$ cat src/rtl/line_pixel_generator_core_assert.svh
// ----------------------------------------------------------------------------
// Line pixel generator assertion macros
// Shared concurrent assertion forms for the line pixel generator RTL.
// ----------------------------------------------------------------------------
`ifndef LINE_PIXEL_GENERATOR_CORE_ASSERT_SVH
`define LINE_PIXEL_GENERATOR_CORE_ASSERT_SVH

// Same-cycle implication, disabled during reset.
`define LPG_ASSERT_IMPLY(label, clk, rst_n, ante, cons) \
    label: assert property (@(posedge clk) disable iff (!(rst_n)) (ante) |-> (cons)) \
        else $error("lpg: same-cycle check failed");

// Next-cycle implication, disabled during reset.
`define LPG_ASSERT_NEXT(label, clk, rst_n, ante, cons) \
    label: assert property (@(posedge clk) disable iff (!(rst_n)) (ante) |=> (cons)) \
        else $error("lpg: next-cycle check failed");

`endif

$ cat src/rtl/lpg_pkg.sv
// ----------------------------------------------------------------------------
// Line pixel generator package
// Widths, command codes, controller states and control/status structs.
// ----------------------------------------------------------------------------
package lpg_pkg;

    localparam int COORD_BITS   = 10;
    localparam int FRAC_BITS    = 16;
    localparam int COLOR_BITS   = 16;
    localparam int DIV_BITS     = COORD_BITS + FRAC_BITS;
    localparam int ACC_BITS     = COORD_BITS + FRAC_BITS + 2;
    localparam int DIV_CNT_BITS = $clog2(DIV_BITS);

    localparam logic [FRAC_BITS-1:0]    HALF_ONE = FRAC_BITS'(1) << (FRAC_BITS - 1);
    localparam logic [DIV_CNT_BITS-1:0] DIV_LAST = DIV_CNT_BITS'(DIV_BITS - 1);

    localparam logic CMD_START = 1'b0;
    localparam logic CMD_STEP  = 1'b1;

    typedef enum logic [1:0] {
        ST_IDLE,
        ST_DIVIDE,
        ST_ACTIVE
    } t_lpg_state;

    typedef struct packed {
        logic load_line;
        logic step;
    } t_lpg_ctrl;

    typedef struct packed {
        logic div_done;
        logic last;
    } t_lpg_status;

endpackage

$ cat src/rtl/lpg_if.sv
// ----------------------------------------------------------------------------
// Line pixel generator stream interfaces
// Valid/ready channels for line commands and emitted pixels.
// ----------------------------------------------------------------------------
interface lpg_cmd_if;
    logic                            valid;
    logic                            ready;
    logic                            cmd;
    logic [lpg_pkg::COORD_BITS-1:0]  x_start;
    logic [lpg_pkg::COORD_BITS-1:0]  y_start;
    logic [lpg_pkg::COORD_BITS-1:0]  x_end;
    logic [lpg_pkg::COORD_BITS-1:0]  y_end;
    logic [lpg_pkg::COLOR_BITS-1:0]  line_color;

    modport source (output valid, cmd, x_start, y_start, x_end, y_end, line_color,
                    input ready);
    modport sink   (input valid, cmd, x_start, y_start, x_end, y_end, line_color,
                    output ready);
endinterface

interface lpg_pix_if;
    logic                            valid;
    logic                            ready;
    logic [lpg_pkg::COORD_BITS-1:0]  pixel_x;
    logic [lpg_pkg::COORD_BITS-1:0]  pixel_y;
    logic [lpg_pkg::COLOR_BITS-1:0]  pixel_color;
    logic                            last_pixel;

    modport source (output valid, pixel_x, pixel_y, pixel_color, last_pixel,
                    input ready);
    modport sink   (input valid, pixel_x, pixel_y, pixel_color, last_pixel,
                    output ready);
endinterface

$ cat src/rtl/line_pixel_generator_core.sv
// A start command (cmd 0) is taken and then holds off the command channel while
// a restoring divider forms the 10.16 slope one quotient bit per cycle
// (COORD_BITS + 16 bits) and the slope is loaded. Step commands (cmd 1) are
// taken one per cycle while the output register has room, each producing one
// pixel there, a line giving its longer delta plus one pixels with the last one
// flagged; steps with no line in progress are consumed without a pixel.
// ----------------------------------------------------------------------------
// Line pixel generator core
// EFLA line rasterizer with 12.16 fixed-point minor axis accumulation.
// ----------------------------------------------------------------------------
module line_pixel_generator_core (
    input  logic        i_clk,
    input  logic        i_rst_n,
    lpg_cmd_if.sink     i_cmd,
    lpg_pix_if.source   o_pix
);

    lpg_pkg::t_lpg_ctrl    ctrl;
    lpg_pkg::t_lpg_status  status;
    logic                  in_ready;
    logic                  out_valid;

    lpg_ctrl u_ctrl (
        .i_clk       (i_clk),
        .i_rst_n     (i_rst_n),
        .i_in_valid  (i_cmd.valid),
        .i_in_cmd    (i_cmd.cmd),
        .i_out_ready (o_pix.ready),
        .i_status    (status),
        .o_in_ready  (in_ready),
        .o_out_valid (out_valid),
        .o_ctrl      (ctrl)
    );

    lpg_datapath u_datapath (
        .i_clk         (i_clk),
        .i_rst_n       (i_rst_n),
        .i_ctrl        (ctrl),
        .o_status      (status),
        .i_x_start     (i_cmd.x_start),
        .i_y_start     (i_cmd.y_start),
        .i_x_end       (i_cmd.x_end),
        .i_y_end       (i_cmd.y_end),
        .i_line_color  (i_cmd.line_color),
        .o_pixel_x     (o_pix.pixel_x),
        .o_pixel_y     (o_pix.pixel_y),
        .o_pixel_color (o_pix.pixel_color),
        .o_last_pixel  (o_pix.last_pixel)
    );

    assign i_cmd.ready = in_ready;
    assign o_pix.valid = out_valid;

endmodule

$ cat src/rtl/lpg_divider.sv
// ----------------------------------------------------------------------------
// Line pixel generator slope divider
// Restoring unsigned divider, one quotient bit per cycle.
// ----------------------------------------------------------------------------
module lpg_divider (
    input  logic                            i_clk,
    input  logic                            i_rst_n,
    input  logic                            i_start,
    input  logic [lpg_pkg::DIV_BITS-1:0]    i_dividend,
    input  logic [lpg_pkg::COORD_BITS-1:0]  i_divisor,
    output logic                            o_done,
    output logic [lpg_pkg::DIV_BITS-1:0]    o_quotient
);

    logic                                r_busy;
    logic                                n_busy;
    logic                                r_done;
    logic                                n_done;
    logic [lpg_pkg::DIV_CNT_BITS-1:0]    r_count;
    logic [lpg_pkg::DIV_CNT_BITS-1:0]    n_count;
    logic [lpg_pkg::COORD_BITS-1:0]      r_rem;
    logic [lpg_pkg::COORD_BITS-1:0]      n_rem;
    logic [lpg_pkg::DIV_BITS-1:0]        r_quo;
    logic [lpg_pkg::DIV_BITS-1:0]        n_quo;
    logic [lpg_pkg::COORD_BITS-1:0]      r_div;
    logic [lpg_pkg::COORD_BITS-1:0]      n_div;

    logic [lpg_pkg::COORD_BITS:0]        trial;
    logic [lpg_pkg::COORD_BITS:0]        diff;
    logic                                ge;

    assign trial = {r_rem, r_quo[lpg_pkg::DIV_BITS-1]};
    assign ge    = trial >= {1'b0, r_div};
    assign diff  = trial - {1'b0, r_div};

    always_comb begin
        n_busy  = r_busy;
        n_done  = 1'b0;
        n_count = r_count;
        n_rem   = r_rem;
        n_quo   = r_quo;
        n_div   = r_div;
        if (i_start) begin
            n_busy  = 1'b1;
            n_count = '0;
            n_rem   = '0;
            n_quo   = i_dividend;
            n_div   = i_divisor;
        end else if (r_busy) begin
            n_rem   = ge ? diff[lpg_pkg::COORD_BITS-1:0] : trial[lpg_pkg::COORD_BITS-1:0];
            n_quo   = {r_quo[lpg_pkg::DIV_BITS-2:0], ge};
            n_count = r_count + 1'b1;
            if (r_count == lpg_pkg::DIV_LAST) begin
                n_busy = 1'b0;
                n_done = 1'b1;
            end
        end
    end

    always_ff @(posedge i_clk) begin
        if (!i_rst_n) begin
            r_busy  <= 1'b0;
            r_done  <= 1'b0;
            r_count <= '0;
        end else begin
            r_busy  <= n_busy;
            r_done  <= n_done;
            r_count <= n_count;
        end
        r_rem <= n_rem;
        r_quo <= n_quo;
        r_div <= n_div;
    end

    assign o_done     = r_done;
    assign o_quotient = r_quo;

endmodule

$ cat src/rtl/lpg_datapath.sv
// ----------------------------------------------------------------------------
// Line pixel generator datapath
// Line setup, slope divider, major/minor stepping and the pixel output register.
// ----------------------------------------------------------------------------
module lpg_datapath (
    input  logic                            i_clk,
    input  logic                            i_rst_n,
    input  lpg_pkg::t_lpg_ctrl              i_ctrl,
    output lpg_pkg::t_lpg_status            o_status,
    input  logic [lpg_pkg::COORD_BITS-1:0]  i_x_start,
    input  logic [lpg_pkg::COORD_BITS-1:0]  i_y_start,
    input  logic [lpg_pkg::COORD_BITS-1:0]  i_x_end,
    input  logic [lpg_pkg::COORD_BITS-1:0]  i_y_end,
    input  logic [lpg_pkg::COLOR_BITS-1:0]  i_line_color,
    output logic [lpg_pkg::COORD_BITS-1:0]  o_pixel_x,
    output logic [lpg_pkg::COORD_BITS-1:0]  o_pixel_y,
    output logic [lpg_pkg::COLOR_BITS-1:0]  o_pixel_color,
    output logic                            o_last_pixel
);

    logic signed [lpg_pkg::COORD_BITS:0]  dx;
    logic signed [lpg_pkg::COORD_BITS:0]  dy;
    logic [lpg_pkg::COORD_BITS:0]         dx_neg;
    logic [lpg_pkg::COORD_BITS:0]         dy_neg;
    logic [lpg_pkg::COORD_BITS-1:0]       adx;
    logic [lpg_pkg::COORD_BITS-1:0]       ady;
    logic                                 y_major;
    logic [lpg_pkg::COORD_BITS-1:0]       amin;
    logic [lpg_pkg::COORD_BITS-1:0]       amaj;
    logic [lpg_pkg::COORD_BITS-1:0]       maj_start;
    logic [lpg_pkg::COORD_BITS-1:0]       maj_end;
    logic [lpg_pkg::COORD_BITS-1:0]       min_start;
    logic                                 min_neg;
    logic                                 div_done;
    logic [lpg_pkg::DIV_BITS-1:0]         quotient;
    logic [lpg_pkg::ACC_BITS-1:0]         quo_ext;
    logic [lpg_pkg::COORD_BITS-1:0]       minor_pix;
    logic                                 last;

    logic                                 r_y_major;
    logic                                 r_step_down;
    logic                                 r_min_neg;
    logic                                 r_zero_major;
    logic [lpg_pkg::COORD_BITS-1:0]       r_pos;
    logic [lpg_pkg::COORD_BITS-1:0]       r_end;
    logic [lpg_pkg::ACC_BITS-1:0]         r_acc;
    logic [lpg_pkg::ACC_BITS-1:0]         r_inc;
    logic [lpg_pkg::COLOR_BITS-1:0]       r_color;
    logic [lpg_pkg::COORD_BITS-1:0]       r_pixel_x;
    logic [lpg_pkg::COORD_BITS-1:0]       r_pixel_y;
    logic [lpg_pkg::COLOR_BITS-1:0]       r_pixel_color;
    logic                                 r_last_pixel;

    assign dx     = $signed({1'b0, i_x_end}) - $signed({1'b0, i_x_start});
    assign dy     = $signed({1'b0, i_y_end}) - $signed({1'b0, i_y_start});
    assign dx_neg = -dx;
    assign dy_neg = -dy;
    assign adx    = dx[lpg_pkg::COORD_BITS] ? dx_neg[lpg_pkg::COORD_BITS-1:0]
                                            : dx[lpg_pkg::COORD_BITS-1:0];
    assign ady    = dy[lpg_pkg::COORD_BITS] ? dy_neg[lpg_pkg::COORD_BITS-1:0]
                                            : dy[lpg_pkg::COORD_BITS-1:0];
    assign y_major = ady > adx;

    always_comb begin
        if (y_major) begin
            amaj      = ady;
            amin      = adx;
            maj_start = i_y_start;
            maj_end   = i_y_end;
            min_start = i_x_start;
            min_neg   = dx[lpg_pkg::COORD_BITS];
        end else begin
            amaj      = adx;
            amin      = ady;
            maj_start = i_x_start;
            maj_end   = i_x_end;
            min_start = i_y_start;
            min_neg   = dy[lpg_pkg::COORD_BITS];
        end
    end

    lpg_divider u_divider (
        .i_clk      (i_clk),
        .i_rst_n    (i_rst_n),
        .i_start    (i_ctrl.load_line),
        .i_dividend ({amin, lpg_pkg::FRAC_BITS'(0)}),
        .i_divisor  (amaj),
        .o_done     (div_done),
        .o_quotient (quotient)
    );

    assign quo_ext   = r_zero_major ? '0 : lpg_pkg::ACC_BITS'(quotient);
    assign minor_pix = r_acc[lpg_pkg::FRAC_BITS +: lpg_pkg::COORD_BITS];
    assign last      = r_pos == r_end;

    always_ff @(posedge i_clk) begin
        if (i_ctrl.load_line) begin
            r_y_major    <= y_major;
            r_step_down  <= maj_end <= maj_start;
            r_min_neg    <= min_neg;
            r_zero_major <= amaj == '0;
            r_pos        <= maj_start;
            r_end        <= maj_end;
            r_acc        <= lpg_pkg::ACC_BITS'({min_start, lpg_pkg::HALF_ONE});
            r_color      <= i_line_color;
        end else if (i_ctrl.step) begin
            if (!last) begin
                r_pos <= r_step_down ? r_pos - 1'b1 : r_pos + 1'b1;
                r_acc <= r_acc + r_inc;
            end
        end
        if (div_done) begin
            r_inc <= r_min_neg ? -quo_ext : quo_ext;
        end
        if (i_ctrl.step) begin
            r_pixel_x     <= r_y_major ? minor_pix : r_pos;
            r_pixel_y     <= r_y_major ? r_pos : minor_pix;
            r_pixel_color <= r_color;
            r_last_pixel  <= last;
        end
    end

    assign o_status.div_done = div_done;
    assign o_status.last     = last;
    assign o_pixel_x         = r_pixel_x;
    assign o_pixel_y         = r_pixel_y;
    assign o_pixel_color     = r_pixel_color;
    assign o_last_pixel      = r_last_pixel;

endmodule

$ cat src/rtl/lpg_ctrl.sv
// ----------------------------------------------------------------------------
// Line pixel generator controller
// Sequences line setup, slope division and pixel stepping; owns output valid.
// ----------------------------------------------------------------------------
`include "line_pixel_generator_core_assert.svh"

module lpg_ctrl (
    input  logic                  i_clk,
    input  logic                  i_rst_n,
    input  logic                  i_in_valid,
    input  logic                  i_in_cmd,
    input  logic                  i_out_ready,
    input  lpg_pkg::t_lpg_status  i_status,
    output logic                  o_in_ready,
    output logic                  o_out_valid,
    output lpg_pkg::t_lpg_ctrl    o_ctrl
);

    lpg_pkg::t_lpg_state  r_state;
    lpg_pkg::t_lpg_state  n_state;
    logic                 r_out_valid;
    logic                 n_out_valid;
    logic                 in_ready;
    logic                 start_fire;
    logic                 step_fire;

    always_comb begin
        in_ready    = (r_state != lpg_pkg::ST_DIVIDE) && (!r_out_valid || i_out_ready);
        start_fire  = i_in_valid && in_ready && (i_in_cmd == lpg_pkg::CMD_START);
        step_fire   = i_in_valid && in_ready && (i_in_cmd == lpg_pkg::CMD_STEP)
                      && (r_state == lpg_pkg::ST_ACTIVE);
        n_out_valid = step_fire ? 1'b1 : (i_out_ready ? 1'b0 : r_out_valid);
    end

    always_comb begin
        n_state = r_state;
        unique case (r_state)
            lpg_pkg::ST_IDLE: begin
                if (start_fire) begin
                    n_state = lpg_pkg::ST_DIVIDE;
                end
            end
            lpg_pkg::ST_DIVIDE: begin
                if (i_status.div_done) begin
                    n_state = lpg_pkg::ST_ACTIVE;
                end
            end
            lpg_pkg::ST_ACTIVE: begin
                if (start_fire) begin
                    n_state = lpg_pkg::ST_DIVIDE;
                end else if (step_fire && i_status.last) begin
                    n_state = lpg_pkg::ST_IDLE;
                end
            end
            default: begin
                n_state = lpg_pkg::ST_IDLE;
            end
        endcase
    end

    always_ff @(posedge i_clk) begin
        if (!i_rst_n) begin
            r_state     <= lpg_pkg::ST_IDLE;
            r_out_valid <= 1'b0;
        end else begin
            r_state     <= n_state;
            r_out_valid <= n_out_valid;
        end
    end

    assign o_in_ready       = in_ready;
    assign o_out_valid      = r_out_valid;
    assign o_ctrl.load_line = start_fire;
    assign o_ctrl.step      = step_fire;

    `LPG_ASSERT_IMPLY(a_done_only_dividing, i_clk, i_rst_n, i_status.div_done,
                      r_state == lpg_pkg::ST_DIVIDE)
    `LPG_ASSERT_IMPLY(a_step_has_room, i_clk, i_rst_n, o_ctrl.step,
                      !r_out_valid || i_out_ready)
    `LPG_ASSERT_NEXT(a_last_ends_line, i_clk, i_rst_n, step_fire && i_status.last,
                     r_state == lpg_pkg::ST_IDLE && r_out_valid)

endmodule

$ cat src/flat_wrapper.sv
// flat-port wrapper written by rule: the top's interface ports become plain ports
module line_pixel_generator_core_flat 
  (i_clk, i_rst_n, i_cmd_valid, i_cmd_cmd, i_cmd_x_start, i_cmd_y_start, i_cmd_x_end, i_cmd_y_end, i_cmd_line_color, i_cmd_ready, o_pix_valid, o_pix_pixel_x, o_pix_pixel_y, o_pix_pixel_color, o_pix_last_pixel, o_pix_ready);
  lpg_cmd_if i_cmd_i ();
  lpg_pix_if o_pix_i ();
  input  logic i_clk;
  input  logic i_rst_n;
  input wire logic [$bits(i_cmd_i.valid)-1:0] i_cmd_valid;
  input wire logic [$bits(i_cmd_i.cmd)-1:0] i_cmd_cmd;
  input wire logic [$bits(i_cmd_i.x_start)-1:0] i_cmd_x_start;
  input wire logic [$bits(i_cmd_i.y_start)-1:0] i_cmd_y_start;
  input wire logic [$bits(i_cmd_i.x_end)-1:0] i_cmd_x_end;
  input wire logic [$bits(i_cmd_i.y_end)-1:0] i_cmd_y_end;
  input wire logic [$bits(i_cmd_i.line_color)-1:0] i_cmd_line_color;
  output wire logic [$bits(i_cmd_i.ready)-1:0] i_cmd_ready;
  output wire logic [$bits(o_pix_i.valid)-1:0] o_pix_valid;
  output wire logic [$bits(o_pix_i.pixel_x)-1:0] o_pix_pixel_x;
  output wire logic [$bits(o_pix_i.pixel_y)-1:0] o_pix_pixel_y;
  output wire logic [$bits(o_pix_i.pixel_color)-1:0] o_pix_pixel_color;
  output wire logic [$bits(o_pix_i.last_pixel)-1:0] o_pix_last_pixel;
  input wire logic [$bits(o_pix_i.ready)-1:0] o_pix_ready;
  assign i_cmd_i.valid = i_cmd_valid;
  assign i_cmd_i.cmd = i_cmd_cmd;
  assign i_cmd_i.x_start = i_cmd_x_start;
  assign i_cmd_i.y_start = i_cmd_y_start;
  assign i_cmd_i.x_end = i_cmd_x_end;
  assign i_cmd_i.y_end = i_cmd_y_end;
  assign i_cmd_i.line_color = i_cmd_line_color;
  assign i_cmd_ready = i_cmd_i.ready;
  assign o_pix_valid = o_pix_i.valid;
  assign o_pix_pixel_x = o_pix_i.pixel_x;
  assign o_pix_pixel_y = o_pix_i.pixel_y;
  assign o_pix_pixel_color = o_pix_i.pixel_color;
  assign o_pix_last_pixel = o_pix_i.last_pixel;
  assign o_pix_i.ready = o_pix_ready;
  line_pixel_generator_core u_core (.i_clk(i_clk), .i_rst_n(i_rst_n), .i_cmd(i_cmd_i), .o_pix(o_pix_i));
endmodule
$ cat config.mk
export PLATFORM = sky130hd
export DESIGN_NAME = line_pixel_generator_core_flat
export DESIGN_NICKNAME = d
export VERILOG_FILES = /design/src/rtl/lpg_pkg.sv /design/src/rtl/lpg_if.sv /design/src/rtl/line_pixel_generator_core.sv /design/src/rtl/lpg_divider.sv /design/src/rtl/lpg_datapath.sv /design/src/rtl/lpg_ctrl.sv /design/src/flat_wrapper.sv
export VERILOG_INCLUDE_DIRS = /design/src /design/src/rtl
export SDC_FILE = /design/constraint.sdc
export NUM_CORES = 1
export LEC_CHECK = 0
export CORE_MARGIN = 1
export CORE_UTILIZATION = 32
export CTS_BUF_LIST = sky130_fd_sc_hd__clkbuf_8
export CTS_CLUSTER_DIAMETER = 100
export DETAILED_ROUTE_END_ITERATION = 10
export DONT_BUFFER_PORTS = 1
export MAX_ROUTING_LAYER = met4
export PLACE_DENSITY = 0.54
export RECOVER_POWER = 25
export SYNTH_ARGS = -nofsm -noshare
export SYNTH_HDL_FRONTEND = slang
export SYNTH_HIERARCHICAL = 1
export SYNTH_SLANG_ARGS = --single-unit
$ cat constraint.sdc
create_clock -name i_clk -period 6.3 [get_ports i_clk]
set_input_delay 0.315 -clock i_clk [delete_from_list [all_inputs] [get_ports i_clk]]
set_output_delay 0.315 -clock i_clk [all_outputs]
set_load 0.03 [all_outputs]
# Yosys cells after proc, flatten, opt, wreduce, memory -nomap -nowiden
# Index checks and enable logic that the tools add are counted.
# op_classes
magnitude_cmp	3
mux	33
eq_ne	9
n_bitwise	4
add_sub_neg	10
n_reduce_logical	18
# ops
op	n
two-way mux 26 bit	6
two-way mux 10 bit	14
adder 28 bit	1
two-way mux 28 bit	1
negation 26 -> 28 bit	1
subtractor 10 x 10 -> 11 bit	2
negation 10 bit	2
greater-or-equal comparator 11 x 10 -> 1 bit	1
adder 10 x 1 -> 10 bit, second input constant	1
== test 10 bit	1
greater-than comparator 10 bit	1
<= comparator 10 bit	1
logical NOT 10 bit	1
subtractor 10 x 1 -> 10 bit, second input constant	1
subtractor 10 bit	1
two-way mux 2 bit	4
two-way mux 1 bit	7
logical AND 1 bit	6
one-hot mux 2 bit (3 select lines)	1
nonzero test 2 bit	3
adder 5 x 1 -> 5 bit, second input constant	1
== test 5 bit, second input constant	1
!= test 2 x 1 -> 1 bit, second input constant	2
!= test 2 bit, second input constant	2
11 further kinds	15
# totals
in_bits	61
register_bits	189
out_inout_bits	39

# Depth between registers and ports, before layout
# Gate-level depths: netlist (run 1).
# depth
depth_word	10
mapped_depth	34
mapped_depth_nobuf	30

# Modules after synthesis
# The synthesis (run 1) kept the hierarchy.
# by_module_without_submodules
module	area_per_inst_um2	n_inst	seq_area_each_um2	cells_each
lpg_datapath	9078.7	1	3713.6	912
lpg_divider	2686.3	1	1421.4	211
lpg_ctrl	181.4	1	60.1	23

# Worst setup path before layout (run 1)
# No wires, ideal clock.
# synth_path
path_kind	input to register
startpoint	in i_cmd_y_end[0]
endpoint	reg u_core.u_datapath.r_step_down (data pin)
path_stages	32
arrival_time_ps	5327
setup_time_ps	169
required_ps	6131
path_slack_ps	804
cell_sequence	inv_1 > ha_1 > fa_1 > and2b_1 > o211ai_2 > a22oi_1 > a31o_1 > buf_6 > nand2_1 > o21ai_0 > inv_1 > ha_1 > nor2b_1 > o211ai_1 > a21oi_1 > a211oi_1 > o21ai_0 > nand2_1 > buf_2 > clkbuf_1 > buf_1 > a21oi_1 > ha_1 > nor2b_1 > o21a_1 > o21a_1 > o21a_1 > o21ai_0 > nand2b_1 > a21oi_1 > o21ai_0 > o31ai_1
# synth_between
elab_chain_cells	6
elab_cells_between_ends	7
# synth_lines
item	line	text
start: declaration	flat_wrapper.sv:13	input wire logic [$bits(i_cmd_i.y_end)-1:0] i_cmd_y_end;
subtractor 10 x 10 -> 11 bit	lpg_datapath.sv:55	assign dy = $signed({1'b0, i_y_end}) - $signed({1'b0, i_y_start});
negation 10 bit	lpg_datapath.sv:57	assign dy_neg = -dy;
two-way mux 10 bit	lpg_datapath.sv:60	assign ady = dy[lpg_pkg::COORD_BITS] ? dy_neg[lpg_pkg::COORD_BITS-1:0]
greater-than comparator 10 bit	lpg_datapath.sv:62	assign y_major = ady > adx;
two-way mux 10 bit	lpg_datapath.sv:65	if (y_major) begin
<= comparator 10 bit *	lpg_datapath.sv:99	r_step_down <= maj_end <= maj_start;
end signal: assignment	lpg_datapath.sv:99	
end: declaration	lpg_datapath.sv:41	logic r_step_down;
# Mark *: on every way between the ends. The rest lies on a longest branch, timed or not.
# A chain may end at the register's enable or synchronous reset.

# Worst setup path in the final report (run 1)
# layout_path
startpoint	in i_cmd_x_end[0]
endpoint	reg u_core.u_datapath.r_step_down (data pin)
# layout_between
elab_chain_cells	6
elab_cells_between_ends	7
# layout_lines
item	line	text
start: declaration	flat_wrapper.sv:12	input wire logic [$bits(i_cmd_i.x_end)-1:0] i_cmd_x_end;
subtractor 10 x 10 -> 11 bit	lpg_datapath.sv:54	assign dx = $signed({1'b0, i_x_end}) - $signed({1'b0, i_x_start});
negation 10 bit	lpg_datapath.sv:56	assign dx_neg = -dx;
two-way mux 10 bit	lpg_datapath.sv:58	assign adx = dx[lpg_pkg::COORD_BITS] ? dx_neg[lpg_pkg::COORD_BITS-1:0]
greater-than comparator 10 bit	lpg_datapath.sv:62	
two-way mux 10 bit	lpg_datapath.sv:65	
<= comparator 10 bit *	lpg_datapath.sv:99	
# Marked as above.

==> results of run 1 <==
==> metal layers <==
metal  GRT usage (%)  share of wire [%]
met1            19.2                 49
met2            24.4                 47
met3            2.57                3.1
met4            4.29                1.4
met5               -                  0
==> critical path, cell delays in order <==
cell and delay (ns):
sky130_fd_sc_hd__inv_1 0.05, sky130_fd_sc_hd__ha_1 0.22, sky130_fd_sc_hd__fa_1 0.40, sky130_fd_sc_hd__nand2b_1 0.18, sky130_fd_sc_hd__a21oi_1 0.25, sky130_fd_sc_hd__o31a_1 0.23
sky130_fd_sc_hd__a31o_1 0.43, sky130_fd_sc_hd__and2b_2 0.28, sky130_fd_sc_hd__xnor2_1 0.23, sky130_fd_sc_hd__ha_1 0.30, sky130_fd_sc_hd__a21oi_1 0.16, sky130_fd_sc_hd__a21oi_1 0.09
sky130_fd_sc_hd__a211oi_1 0.20, sky130_fd_sc_hd__o21ai_0 0.12, sky130_fd_sc_hd__nand2_2 0.36, sky130_fd_sc_hd__buf_4 0.33, sky130_fd_sc_hd__nor2_1 0.06, sky130_fd_sc_hd__a21oi_1 0.18
sky130_fd_sc_hd__ha_1 0.28, sky130_fd_sc_hd__o21a_1 0.11, sky130_fd_sc_hd__o21a_1 0.17, sky130_fd_sc_hd__o21a_1 0.16, sky130_fd_sc_hd__o21ai_0 0.13, sky130_fd_sc_hd__nand2b_1 0.07
sky130_fd_sc_hd__a21oi_1 0.14, sky130_fd_sc_hd__o21ai_0 0.08, sky130_fd_sc_hd__o31ai_1 0.07
==> metrics by stage <==
step	setup slack, ns	hold WS (ns)	power (mW)
6_report	0.999	0.0678	4.43
2_1_floorplan	0.804	0.400	3.16
4_1_cts	1.08	0.0195	4.48
3_3_place_gp	0.639	0.402	3.60
3_5_place_dp	0.570	0.405	3.61
5_1_grt	0.537	0.0493	4.77
==> final timing paths <==
| check | slack, ns | startpoint | endpoint | cells past startpoint |
|---|---|---|---|---|
| worst max-delay path | 1.0 | i_cmd_x_end[0] | u_core/u_datapath/r_step_down | 27 |
| worst min-delay path | 0.07 | i_cmd_x_end[8] | u_core/u_datapath/r_end[8] | 2 |
| worst max register to register | 3.01 | u_core/u_datapath/r_inc[0] | u_core/u_datapath/r_acc[20] | 12 |
| worst min register to register | 0.43 | u_core/u_datapath/r_color[12] | u_core/u_datapath/o_pixel_color[12] | 0 |
==> sequential cells by signal, indices dropped and copies added, names as in the netlist, 5 cells and up <==
name and count:
u_core/u_datapath/r_pos 10, u_core/u_datapath/r_acc 26, u_core/u_datapath/r_inc 26, u_core/u_datapath/u_divider/o_quotient 26, u_core/u_datapath/u_divider/r_rem 10, u_core/u_datapath/r_color 16, u_core/u_datapath/o_pixel_y 10, u_core/u_datapath/o_pixel_color 16
u_core/u_datapath/r_end 10, u_core/u_datapath/u_divider/r_count 5, u_core/u_datapath/u_divider/r_div 10, u_core/u_datapath/o_pixel_x 10
==> Yosys cell counts (25+ instances only) <==
cell type	number	area (sq um)
sky130_fd_sc_hd__ha_1	88	1100
sky130_fd_sc_hd__a21oi_1	77	385
sky130_fd_sc_hd__nor3_1	25	125
sky130_fd_sc_hd__nand2_1	73	274
sky130_fd_sc_hd__dfxtp_1	36	721
sky130_fd_sc_hd__nor2b_1	25	156
sky130_fd_sc_hd__xnor2_1	51	447
sky130_fd_sc_hd__nor2_1	104	390
sky130_fd_sc_hd__edfxtp_1	149	4470
sky130_fd_sc_hd__mux2_2	49	552
sky130_fd_sc_hd__o21ai_0	48	240
sky130_fd_sc_hd__inv_1	76	285
sky130_fd_sc_hd__xor2_1	43	377
==> area by class of cell <==
cell class,count,area [sq um]
clock buffers,17,234
clock inverters,15,174
fillers,3649,23600
inverters,76,285
multi-input cells,859,6330
flip-flops and latches,185,5190
well taps,468,586
repair buffers,29,279
==> power by group <==
part           internal [mW]  switching, mW  total, mW
clock network          0.336          0.484      0.820
registers               1.52          0.120       1.64
logic                  0.818           1.15       1.97
==> placed cells by master (no fill, tap or decap), types with 4 or more instances in the layout <==
cell type                       instances
sky130_fd_sc_hd__mux2_2                49
sky130_fd_sc_hd__inv_6                  7
sky130_fd_sc_hd__dfxtp_1               36
sky130_fd_sc_hd__buf_4                  6
sky130_fd_sc_hd__a22o_1                10
sky130_fd_sc_hd__xnor2_1               51
sky130_fd_sc_hd__nor2_1               103
sky130_fd_sc_hd__a31oi_1                6
sky130_fd_sc_hd__a211oi_1              19
sky130_fd_sc_hd__nand3_1               15
sky130_fd_sc_hd__nor4_1                 8
sky130_fd_sc_hd__clkbuf_8              17
sky130_fd_sc_hd__inv_1                 76
sky130_fd_sc_hd__conb_1                16
sky130_fd_sc_hd__nor2b_1               25
sky130_fd_sc_hd__a211o_1                4
sky130_fd_sc_hd__a311oi_1               4
sky130_fd_sc_hd__mux2i_1               23
sky130_fd_sc_hd__o211ai_1               6
sky130_fd_sc_hd__dlygate4sd3_1         21
sky130_fd_sc_hd__edfxtp_1             149
sky130_fd_sc_hd__o21ai_0               48
sky130_fd_sc_hd__o21a_1                10
sky130_fd_sc_hd__fa_1                   5
sky130_fd_sc_hd__xor2_1                43
sky130_fd_sc_hd__nor3_1                24
sky130_fd_sc_hd__o31ai_1               14
sky130_fd_sc_hd__or2_1                  5
sky130_fd_sc_hd__o22ai_1                6
sky130_fd_sc_hd__a41oi_1                5
sky130_fd_sc_hd__nand4_1                8
sky130_fd_sc_hd__or3_1                  5
sky130_fd_sc_hd__a21oi_1               77
sky130_fd_sc_hd__and3_1                 4
sky130_fd_sc_hd__a21o_1                20
sky130_fd_sc_hd__ha_1                  88
sky130_fd_sc_hd__nand2b_1              13
sky130_fd_sc_hd__o21bai_1               7
sky130_fd_sc_hd__nand2_1               72
==> cell families after synthesis <==
family | count (synthesis) | synth area share (%)
buffers and inverters | 117 | 4.13
flip-flops | 185 | 43.5
adder cells (fa/ha/maj) | 93 | 10.1
AND/OR/NAND/NOR | 311 | 12.7
XOR/XNOR | 95 | 7.03
multiplexers | 74 | 6.79
AO/OA/AOI/OAI | 270 | 15.8
other | 1 | 0.0314
==> out/qor.log, run 1 <==
[routing] routed wire length 27,000 um
[sta] achievable clock frequency 189 MHz
[synth] average cell area after synthesis 10.4 sq um
[global_route] via count of the first global-routing pass 8,122
[global_route] All-Layer GR Usage 15.0%
[cts] clock tree from TritonCTS done
[global_route] leftover overflow at the end of global routing 0
[layout] share of final-layout standard cells stronger than drive strength 1 10.2%
[pwr] maximum vdd ir drop 0.000120 V
[cts] deepest clock path buffer count 2
[layout] final core occ 35.6%
[global_route] global-route wire length before repair 43,800 um
[pwr] PwrDens 339 nW/um^2
[synth] post-synthesis instance total 1,146
[sta] endpoints failing setup 0
[layout] Area Growth Syn to Fin 9.51%
[floorplanning] width of the die 195 um
[layout] number of diodes 0
[routing] routed vias/inst 5.01
[routing] remaining number of nets flagged by the antenna check after routing 0
[floorplanning] number of placement rows 70
[critical_path] kind of launch point of the worst setup path primary input
[layout] post-route cell area 13,100 sq um
[cts] CTS sink count 185
[synth] EDFF count, synth 149
[sta] Total Neg Setup Slack 0 ns
[cts] later-pin clock latency in the skew report 0.49 ns
[layout] non-filler instance count after layout 1,649
[critical_path] Max FO, Critical Path 26
[floorplanning] die height 195 um
[synth] main flop type after synthesis sky130_fd_sc_hd__edfxtp_1
[cts] CTS H-Tree Depth 4
[critical_path] Arr. time, crit path 5.62 ns
[sta] Least-Margin Pin Slew 1.40 ns
[sta] fraction of the cycle the final worst path needs 84.1%
[pwr] leak pwr 5.07 nW
[placed_design] post-placement cell count 1,596
[sta] final max-slew violation count 0
[cts] clock slew at reported path FFs 0.10 ns
[routing] Residual DRC 0
[critical_path] endpoint kind of the worst setup timing path flip-flop
[cts] CTS-repair resized insts 0
[global_route] maximum number of pins on one net before global-route repair 122
[floorplanning] boundary pin count 100
[floorplanning] starting utilization of the core area 32.6%
[routing] Via Count 8,258
[placed_design] weighted congestion reported at the end of routability-driven placement 0.912
[layout] number of nets in the layout 1,322
[routing] Initial DRT Pass Iterations 5
[placed_design] count of buffers inserted at the top-level ports 0
[sta] worst-case clock skew 0.0184 ns
[synth] Post-synth ARST share 0%
[cts] number of buffers added to fix hold violations after cts 21
[routing] Detailed Route Iter0 Violations 392
[sta] worst rel slew slack 6.77%
[synth] YS warnings 6
[critical_path] classification of the worst setup path in -> reg
[sta] setup repair after global routing missed its margin no
[placed_design] half-perimeter wire length after placement 20,200 um
[worst_hold_path] kind of path behind the tightest hold check in -> reg
[global_route] number of antenna violations at the first check in global routing 0
[floorplanning] overall die area 38,100 sq um
[cts] post-CTS setup buffers 0
[routing] average wire length per cell after detail routing 16.4 um
[cts] clock buffers created by TritonCTS 17
[job] Maximum Capacitance Violations 0
[floorplanning] Core Footprint 36,700 sq um
[cts] Clk Tree Root Cell sky130_fd_sc_hd__clkbuf_8
[sta] Hold Violations, Final 0
[synth] Post-Synthesis Cell Area 11,900 sq um
[critical_path] required time at the worst-slack endpoint 6.62 ns
[synth] unique cell type count in the Yosys netlist 88
[outcome] outcome completed
[placed_design] placed instance area 12,500 sq um
[synth] post-synthesis sequential element count 185
[synth] fraction of the yosys area taken by sequential cells 43.5%
[sta] Tmin final 5.30 ns
Power figures use the tool's default switching activity.
==> run 2: changes to the inputs <==
--- a/config.mk
+++ b/config.mk
@@ -6,6 +6,7 @@
 export SDC_FILE = /design/constraint.sdc
 export NUM_CORES = 1
 export LEC_CHECK = 0
+export ABC_AREA = 1
 export CORE_MARGIN = 1
 export CORE_UTILIZATION = 32
 export CTS_BUF_LIST = sky130_fd_sc_hd__clkbuf_8
@@ -13,7 +14,7 @@
 export DETAILED_ROUTE_END_ITERATION = 10
 export DONT_BUFFER_PORTS = 1
 export MAX_ROUTING_LAYER = met4
-export PLACE_DENSITY = 0.54
+export PLACE_DENSITY = 0.55
 export RECOVER_POWER = 25
 export SYNTH_ARGS = -nofsm -noshare
 export SYNTH_HDL_FRONTEND = slang
==> constraint.sdc (replaced) <==
create_clock -name i_clk -period 4.25 [get_ports i_clk]
set_input_delay 0.2125 -clock i_clk [delete_from_list [all_inputs] [get_ports i_clk]]
set_output_delay 0.2125 -clock i_clk [all_outputs]
set_load 0.03 [all_outputs]
==> out/qor.log, run 2 <==
[outcome] outcome completed
[synth] leading cell type by number of instances after synthesis sky130_fd_sc_hd__nand2_1
[cts] post-CTS setup buffers 0
[critical_path] number of cells on the critical path 32
[critical_path] highest-delay cell along the critical path sky130_fd_sc_hd__fa_1
[cts] CTS sink count 185
[routing] Detailed Route Iter0 Violations 672
[critical_path] capturing point of the worst reg2reg path u_core/u_datapath/r_acc[20]
[global_route] maximum number of pins on one net before global-route repair 42
[routing] Initial DRT Pass Iterations 6
[routing] remaining number of nets flagged by the antenna check after routing 0
[floorplanning] overall die area 40,900 sq um
[job] Maximum Capacitance Violations 0
[worst_hold_path] kind of path behind the tightest hold check in -> reg
[critical_path] path depth of the worst reg2reg path 12
[critical_path] Reg2Reg Launch Point u_core/u_datapath/r_acc[0]
[critical_path] FF-to-FF setup slack 1.42 ns
[sta] Least-Margin Pin Slew 1.17 ns
[critical_path] kind of cell adding the most delay to the critical path simple AND/OR/NAND/NOR gates
[synth] top cells by area in the synthesized netlist sky130_fd_sc_hd__edfxtp_1 35%, sky130_fd_sc_hd__nand2_1 15%, sky130_fd_sc_hd__ha_1 8.6%
[pwr] overall power of the completed layout 6.83 mW
[global_route] leftover overflow at the end of global routing 0
[layout] final core occ 36.8%
[cts] clock tree from TritonCTS done
[layout] Area Growth Syn to Fin 12.4%
[critical_path] kind of launch point of the worst setup path primary input
[pwr] maximum vdd ir drop 0.000202 V
[routing] average wire length per cell after detail routing 14.4 um
[synth] post-synthesis instance total 1,638
[sta] Post-Route Hold Slack 0.0469 ns
[global_route] number of antenna violations at the first check in global routing 1
[layout] leading cell types in the layout, fill and taps excluded 502 x sky130_fd_sc_hd__nand2_1, 211 x sky130_fd_sc_hd__inv_1, 149 x sky130_fd_sc_hd__edfxtp_1
[sta] worst rel slew slack 21.7%
[synth] top cells by count, synth 502 x sky130_fd_sc_hd__nand2_1, 211 x sky130_fd_sc_hd__inv_1, 149 x sky130_fd_sc_hd__edfxtp_1
[routing] routed wire length 32,300 um
[sta] Hold Violations, Final 0
[synth] main flop type after synthesis sky130_fd_sc_hd__edfxtp_1
[placed_design] count of buffers inserted at the top-level ports 0
[sta] final max-slew violation count 0
[synth] post-synthesis sequential element count 185
[critical_path] Slowest Stage Delay on Critical Path 0.39 ns
[synth] synthesized-area fraction occupied by xor and xnor cells 3.49%
[global_route] All-Layer GR Usage 16.5%
[placed_design] weighted congestion reported at the end of routability-driven placement 0.895
[routing] Via Count 10,600
[synth] EDFF count, synth 149
[cts] Clk Tree Root Cell sky130_fd_sc_hd__clkbuf_8
[critical_path] count of buffering cells on the critical path with inverters included 4
[synth] Post-synth ARST share 0%
[global_route] global-route wire length before repair 52,300 um
[synth] compound-gate portion of the synthesized area 10.3%
[critical_path] endpoint kind of the worst setup timing path flip-flop
[floorplanning] Core Footprint 39,100 sq um
[layout] number of nets in the layout 1,872
[sta] setup repair after global routing missed its margin no
[synth] average cell area after synthesis 7.82 sq um
[floorplanning] width of the die 202 um
[critical_path] Max FO, Critical Path 35
[cts] later-pin clock latency in the skew report 0.49 ns
[placed_design] half-perimeter wire length after placement 25,800 um
[cts] clock buffers created by TritonCTS 17
[critical_path] Most Frequent Cell on Critical Path sky130_fd_sc_hd__nand2_1
[cts] deepest clock path buffer count 2
[floorplanning] boundary pin count 100
[pwr] leak pwr 6.80 nW
[global_route] via count of the first global-routing pass 10,000
[layout] share of final-layout standard cells stronger than drive strength 1 10.4%
[layout] most common cell after layout, fill and taps aside sky130_fd_sc_hd__nand2_1
[critical_path] launching instance or port of the critical path i_cmd_x_end[0]
[cts] CTS H-Tree Depth 4
[critical_path] required time at the worst-slack endpoint 4.50 ns
[critical_path] classification of the worst setup path in -> reg
[synth] Post-Synthesis Cell Area 12,800 sq um
[sta] worst-case clock skew 0.0201 ns
[sta] endpoints failing setup 0
[floorplanning] number of placement rows 72
[synth] combinational family with the most area after synthesis simple AND/OR/NAND/NOR gates
[critical_path] Arr. time, crit path 4.09 ns
[synth] share of synthesized cell area in full adder, half adder and majority cells 9.37%
[layout] non-filler instance count after layout 2,250
[sta] fraction of the cycle the final worst path needs 90.4%
[routing] Residual DRC 0
[synth] share of cell area taken by muxes after synthesis 0.0781%
[sta] Tmin final 3.84 ns
[floorplanning] starting utilization of the core area 32.8%
[routing] routed vias/inst 4.70
[cts] clock slew at reported path FFs 0.11 ns
[floorplanning] die height 202 um
[synth] Yosys top cell by area sky130_fd_sc_hd__edfxtp_1
[critical_path] end of the critical path u_core/u_datapath/r_step_down
[synth] fraction of the yosys area taken by sequential cells 40.5%
[synth] unique cell type count in the Yosys netlist 52
[sta] achievable clock frequency 260 MHz
[synth] share of the synthesized area in the top cell type 34.9%
[placed_design] post-placement cell count 2,191
[pwr] PwrDens 474 nW/um^2
[synth] YS warnings 6
[synth] area fraction in and, or, nand and nor cells after synthesis 27.8%
## run 2: cell count changes in the layout (fill, tap and decap cells not counted), sizes merged, moves of 30 or more
cell / previous run / this run
mux2: 50 / 0
inv: 86 / 231
xnor2: 51 / 21
buf: 7 / 59
nand2: 73 / 531
nand3: 15 / 106
o21ai: 51 / 115
## run 2: logic make-up (layout without fill, tap and decap cells)
group           Yosys count  after routing
compound gates          245            245
xor+xnor                 51             51
fa+ha+maj                93             93
buf+inv                 264            342
flops                   185            185
mux                       1              1
other cells               1             17
simple gates            798            798
## run 2: stage by stage
step	cell area [sq um]	TNS, ns	worst slack (ns)
after CTS	14400	0	0.347
final	14400	0	0.406
after global routing	14400	0	0.0110
after detailed placement	13700	-0.192	-0.192
after floorplan	12900	0	0.0835
after global placement	13700	-0.0298	-0.0298
## run 2: worst register-to-register path, stage by stage (launching register included)
cell	delay, ns
sky130_fd_sc_hd__dfxtp_1	0.35
sky130_fd_sc_hd__ha_1	0.18
sky130_fd_sc_hd__inv_1	0.06
sky130_fd_sc_hd__fa_1	0.41
sky130_fd_sc_hd__nand3b_1	0.17
sky130_fd_sc_hd__nand2_1	0.11
sky130_fd_sc_hd__a21oi_1	0.13
sky130_fd_sc_hd__o21ai_1	0.35
sky130_fd_sc_hd__a21oi_1	0.22
sky130_fd_sc_hd__o21ai_0	0.30
sky130_fd_sc_hd__a21oi_1	0.10
sky130_fd_sc_hd__o21ai_0	0.15
sky130_fd_sc_hd__nand2_1	0.08
## run 2: what timing repair did
item | CTS | global route
endpoints found under the hold margin | 29 | 0
resized for setup | 0 | 2
hold buffers | 26 | 0
endpoints found under the setup margin | 0 | 1
## run 2: power by group
| group | internal, mW | total, mW | switching [mW] |
|---|---|---|---|
| Clock | 0.443 | 1.18 | 0.732 |
| Sequential | 2.32 | 2.53 | 0.209 |
| Combinational | 1.21 | 3.12 | 1.92 |
| Total | 3.97 | 6.83 | 2.86 |
## run 2: area by class of cell
cell class / instances / area [sq um]
Fill cell: 4098 / 24700
Multi-Input combinational cell: 1204 / 6600
Sequential cell: 185 / 5190
Inverter: 225 / 847
Timing Repair Buffer: 85 / 716
Tap cell: 518 / 648
Clock buffer: 17 / 234
Clock inverter: 15 / 161
Antenna cell: 1 / 2.50
## run 2: how the worst min path moves through the flow
stage	slack, ns	from	to	cells after the start
after detailed placement	0.31	i_cmd_line_color[11]	u_core/u_datapath/r_color[11]	0
final	0.05	i_cmd_x_end[9]	u_core/u_datapath/r_end[9]	2
after floorplan	0.31	i_cmd_line_color[0]	u_core/u_datapath/r_color[0]	0
after global routing	0.02	i_cmd_x_end[9]	u_core/u_datapath/r_end[9]	2
after global placement	0.31	i_cmd_line_color[11]	u_core/u_datapath/r_color[11]	0
after CTS	0.01	i_cmd_y_end[5]	u_core/u_datapath/r_end[5]	3
## run 2: layer usage
layer	GRT usage [%]	vias to the layer above	wire length, um
li1	-	5529	-
met1	22.4	4827	16000
met2	25.9	186	14800
met3	2.37	23	1180
met4	4.19	0	420
met5	-	-	0
==> run 3: changes to the inputs <==
==> constraint.sdc (replaced) <==
create_clock -name i_clk -period 4.25 [get_ports i_clk]
set_input_delay 0.6375 -clock i_clk [delete_from_list [all_inputs] [get_ports i_clk]]
set_output_delay 0.6375 -clock i_clk [all_outputs]
set_load 0.03 [all_outputs]
==> out/qor.log, run 3 (synthesized netlist as in run 2, its figures left out) <==
[pwr] net switching power figure 3.03 mW
[floorplanning] number of placement rows 72
[sta] endpoints failing setup 0
[layout] final core occ 38.8%
[sta] Tmin final 4.10 ns
[layout] Area Growth Syn to Fin 18.2%
[floorplanning] Core Footprint 39,100 sq um
[cts] clock slew at reported path FFs 0.12 ns
[pwr] sequential fraction of design power 34.6%
[layout] share of final-layout standard cells stronger than drive strength 1 16.8%
[placed_design] count of buffers inserted at the top-level ports 0
[cts] Clk Tree Root Cell sky130_fd_sc_hd__clkbuf_8
[routing] remaining number of nets flagged by the antenna check after routing 0
[global_route] leftover overflow at the end of global routing 0
[layout] number of diodes 0
[sta] worst-case clock skew 0.0196 ns
[global_route] number of antenna violations at the first check in global routing 0
[pwr] combinational power share 47.7%
[layout] leading cell types in the layout, fill and taps excluded 498 x sky130_fd_sc_hd__nand2_1, 207 x sky130_fd_sc_hd__inv_1, 154 x sky130_fd_sc_hd__buf_4
[sta] Post-Route Hold Slack 0.240 ns
[critical_path] Arr. time, crit path 4.36 ns
[layout] number of nets in the layout 1,948
[floorplanning] overall die area 40,900 sq um
[placed_design] placed instance area 14,500 sq um
[cts] CTS sink count 185
[pwr] cell-internal power 4.27 mW
[routing] Residual DRC 0
[job] Maximum Capacitance Violations 0
[critical_path] kind of launch point of the worst setup path primary input
[routing] routed wire length 32,900 um
[worst_hold_path] kind of path behind the tightest hold check in -> reg
[critical_path] endpoint kind of the worst setup timing path flip-flop
[global_route] global-route wire length before repair 53,100 um
[cts] number of buffers added to fix hold violations after cts 0
[sta] Total Neg Setup Slack 0 ns
[global_route] maximum number of pins on one net before global-route repair 49
[floorplanning] die height 202 um
[placed_design] weighted congestion reported at the end of routability-driven placement 0.913
[floorplanning] boundary pin count 100
[routing] Detailed Route Iter0 Violations 676
[sta] achievable clock frequency 244 MHz
[floorplanning] width of the die 202 um
[sta] fraction of the cycle the final worst path needs 96.4%
[pwr] maximum vdd ir drop 0.000205 V
[pwr] PwrDens 482 nW/um^2
[routing] routed vias/inst 4.63
[outcome] outcome completed
[global_route] via count of the first global-routing pass 10,300
[cts] clock buffers created by TritonCTS 17
[sta] worst rel slew slack 21.7%
[routing] average wire length per cell after detail routing 14.2 um
[floorplanning] starting utilization of the core area 32.8%
[placed_design] post-placement cell count 2,286
[cts] deepest clock path buffer count 2
[routing] Via Count 10,800
[routing] Initial DRT Pass Iterations 7
[critical_path] Max FO, Critical Path 8
[pwr] Sw Ratio 41.5%
[layout] most common cell after layout, fill and taps aside sky130_fd_sc_hd__nand2_1
[sta] Least-Margin Pin Slew 1.17 ns
[critical_path] required time at the worst-slack endpoint 4.51 ns
[cts] CTS H-Tree Depth 4
[pwr] leak pwr 7.22 nW
[placed_design] half-perimeter wire length after placement 26,400 um
[sta] final max-slew violation count 0
[global_route] All-Layer GR Usage 16.8%
[cts] later-pin clock latency in the skew report 0.49 ns
[pwr] clock network power share 17.7%
[critical_path] classification of the worst setup path in -> reg
[sta] Hold Violations, Final 0
[layout] post-route cell area 15,200 sq um
[layout] non-filler instance count after layout 2,325
[cts] clock tree from TritonCTS done
[run 3: changes by cell type in the layout (fill, tap and decap cells not counted), moves of 3 or more]
cell                            previous run  this run
sky130_fd_sc_hd__nand2_2                  24        27
sky130_fd_sc_hd__inv_12                    0         6
sky130_fd_sc_hd__nor2_2                   15        18
sky130_fd_sc_hd__buf_4                    58       154
sky130_fd_sc_hd__ha_2                      0         3
sky130_fd_sc_hd__ha_4                      0         4
sky130_fd_sc_hd__nand2_1                 502       498
sky130_fd_sc_hd__ha_1                     88        81
sky130_fd_sc_hd__inv_1                   211       207
sky130_fd_sc_hd__dlygate4sd3_1            26         0
sky130_fd_sc_hd__o21ai_0                  97        90
sky130_fd_sc_hd__o21ai_1                  17        23
[run 3: power groups by stage]
stage | Clock, mW | Combinational [mW] | Sequential [mW]
detailed placement | 0 | 3.31 | 2.57
floorplan | 0 | 2.30 | 2.48
global placement | 0 | 3.27 | 2.56
CTS | 1.34 | 3.33 | 2.53
finish | 1.29 | 3.48 | 2.53
global route | 1.40 | 3.95 | 2.56
[run 3: metal layers]
| metal | track usage (%) | vias to the layer above | share of wire [%] |
|---|---|---|---|
| met5 | - | - | 0 |
| met3 | 3.18 | 17 | 5.1 |
| met2 | 26.6 | 210 | 46 |
| met1 | 22.2 | 4856 | 48 |
| li1 | - | 5678 | - |
| met4 | 3.76 | 0 | 0.97 |
[run 3: repair_timing]
action / in CTS / in global routing
hold endpoints to repair: 0 / 0
setup buffers: 0 / 4
endpoints found under the setup margin: 0 / 2
resized for setup: 0 / 28
[run 3: path summary, 6_finish.rpt]
| check | end | from | depth (start not counted) | slack, ns |
|---|---|---|---|---|
| max | u_core/u_datapath/r_step_down | i_cmd_y_end[0] | 26 | 0.15 |
| min | u_core/u_datapath/r_color[15] | i_cmd_line_color[15] | 0 | 0.24 |
| max reg2reg | u_core/u_datapath/r_pos[7] | u_core/u_ctrl/o_out_valid | 8 | 0.91 |
| min reg2reg | u_core/u_datapath/o_pixel_color[3] | u_core/u_datapath/r_color[3] | 0 | 0.42 |
[run 3: cell type report]
| cell class | count | area [sq um] |
|---|---|---|
| Sequential cell | 185 | 5190 |
| Tap cell | 518 | 648 |
| Clock inverter | 15 | 223 |
| Fill cell | 4045 | 23900 |
| Multi-Input combinational cell | 1205 | 6730 |
| Clock buffer | 17 | 234 |
| Inverter | 225 | 860 |
| Timing Repair Buffer | 160 | 1260 |
[run 3: worst max-delay path, cell delays in order]
cell and delay (ns):
sky130_fd_sc_hd__inv_1 0.03, sky130_fd_sc_hd__ha_2 0.19, sky130_fd_sc_hd__fa_2 0.59, sky130_fd_sc_hd__ha_2 0.18
sky130_fd_sc_hd__inv_1 0.05, sky130_fd_sc_hd__nor2_2 0.11, sky130_fd_sc_hd__nand2_2 0.07, sky130_fd_sc_hd__nor2_2 0.13
sky130_fd_sc_hd__nand4_1 0.12, sky130_fd_sc_hd__nand3_1 0.13, sky130_fd_sc_hd__nand2_1 0.11, sky130_fd_sc_hd__ha_4 0.28
sky130_fd_sc_hd__nand2_2 0.06, sky130_fd_sc_hd__nor2_2 0.13, sky130_fd_sc_hd__o211ai_1 0.14, sky130_fd_sc_hd__nand3_4 0.16
sky130_fd_sc_hd__nand2_8 0.10, sky130_fd_sc_hd__buf_12 0.15, sky130_fd_sc_hd__nand2_1 0.05, sky130_fd_sc_hd__nand2_1 0.08
sky130_fd_sc_hd__ha_1 0.31, sky130_fd_sc_hd__nand4_1 0.14, sky130_fd_sc_hd__nor3_2 0.16, sky130_fd_sc_hd__o21ai_1 0.09
sky130_fd_sc_hd__o2111ai_1 0.08, sky130_fd_sc_hd__nand2_1 0.07
[run 3: metrics by stage]
step                      worst slack, ns  power (mW)
after floorplan                    -0.188        4.78
after global placement             -0.354        5.83
after detailed placement           -0.519        5.88
after CTS                          0.0565        7.20
after global routing              -0.0370        7.91
final                               0.152        7.30
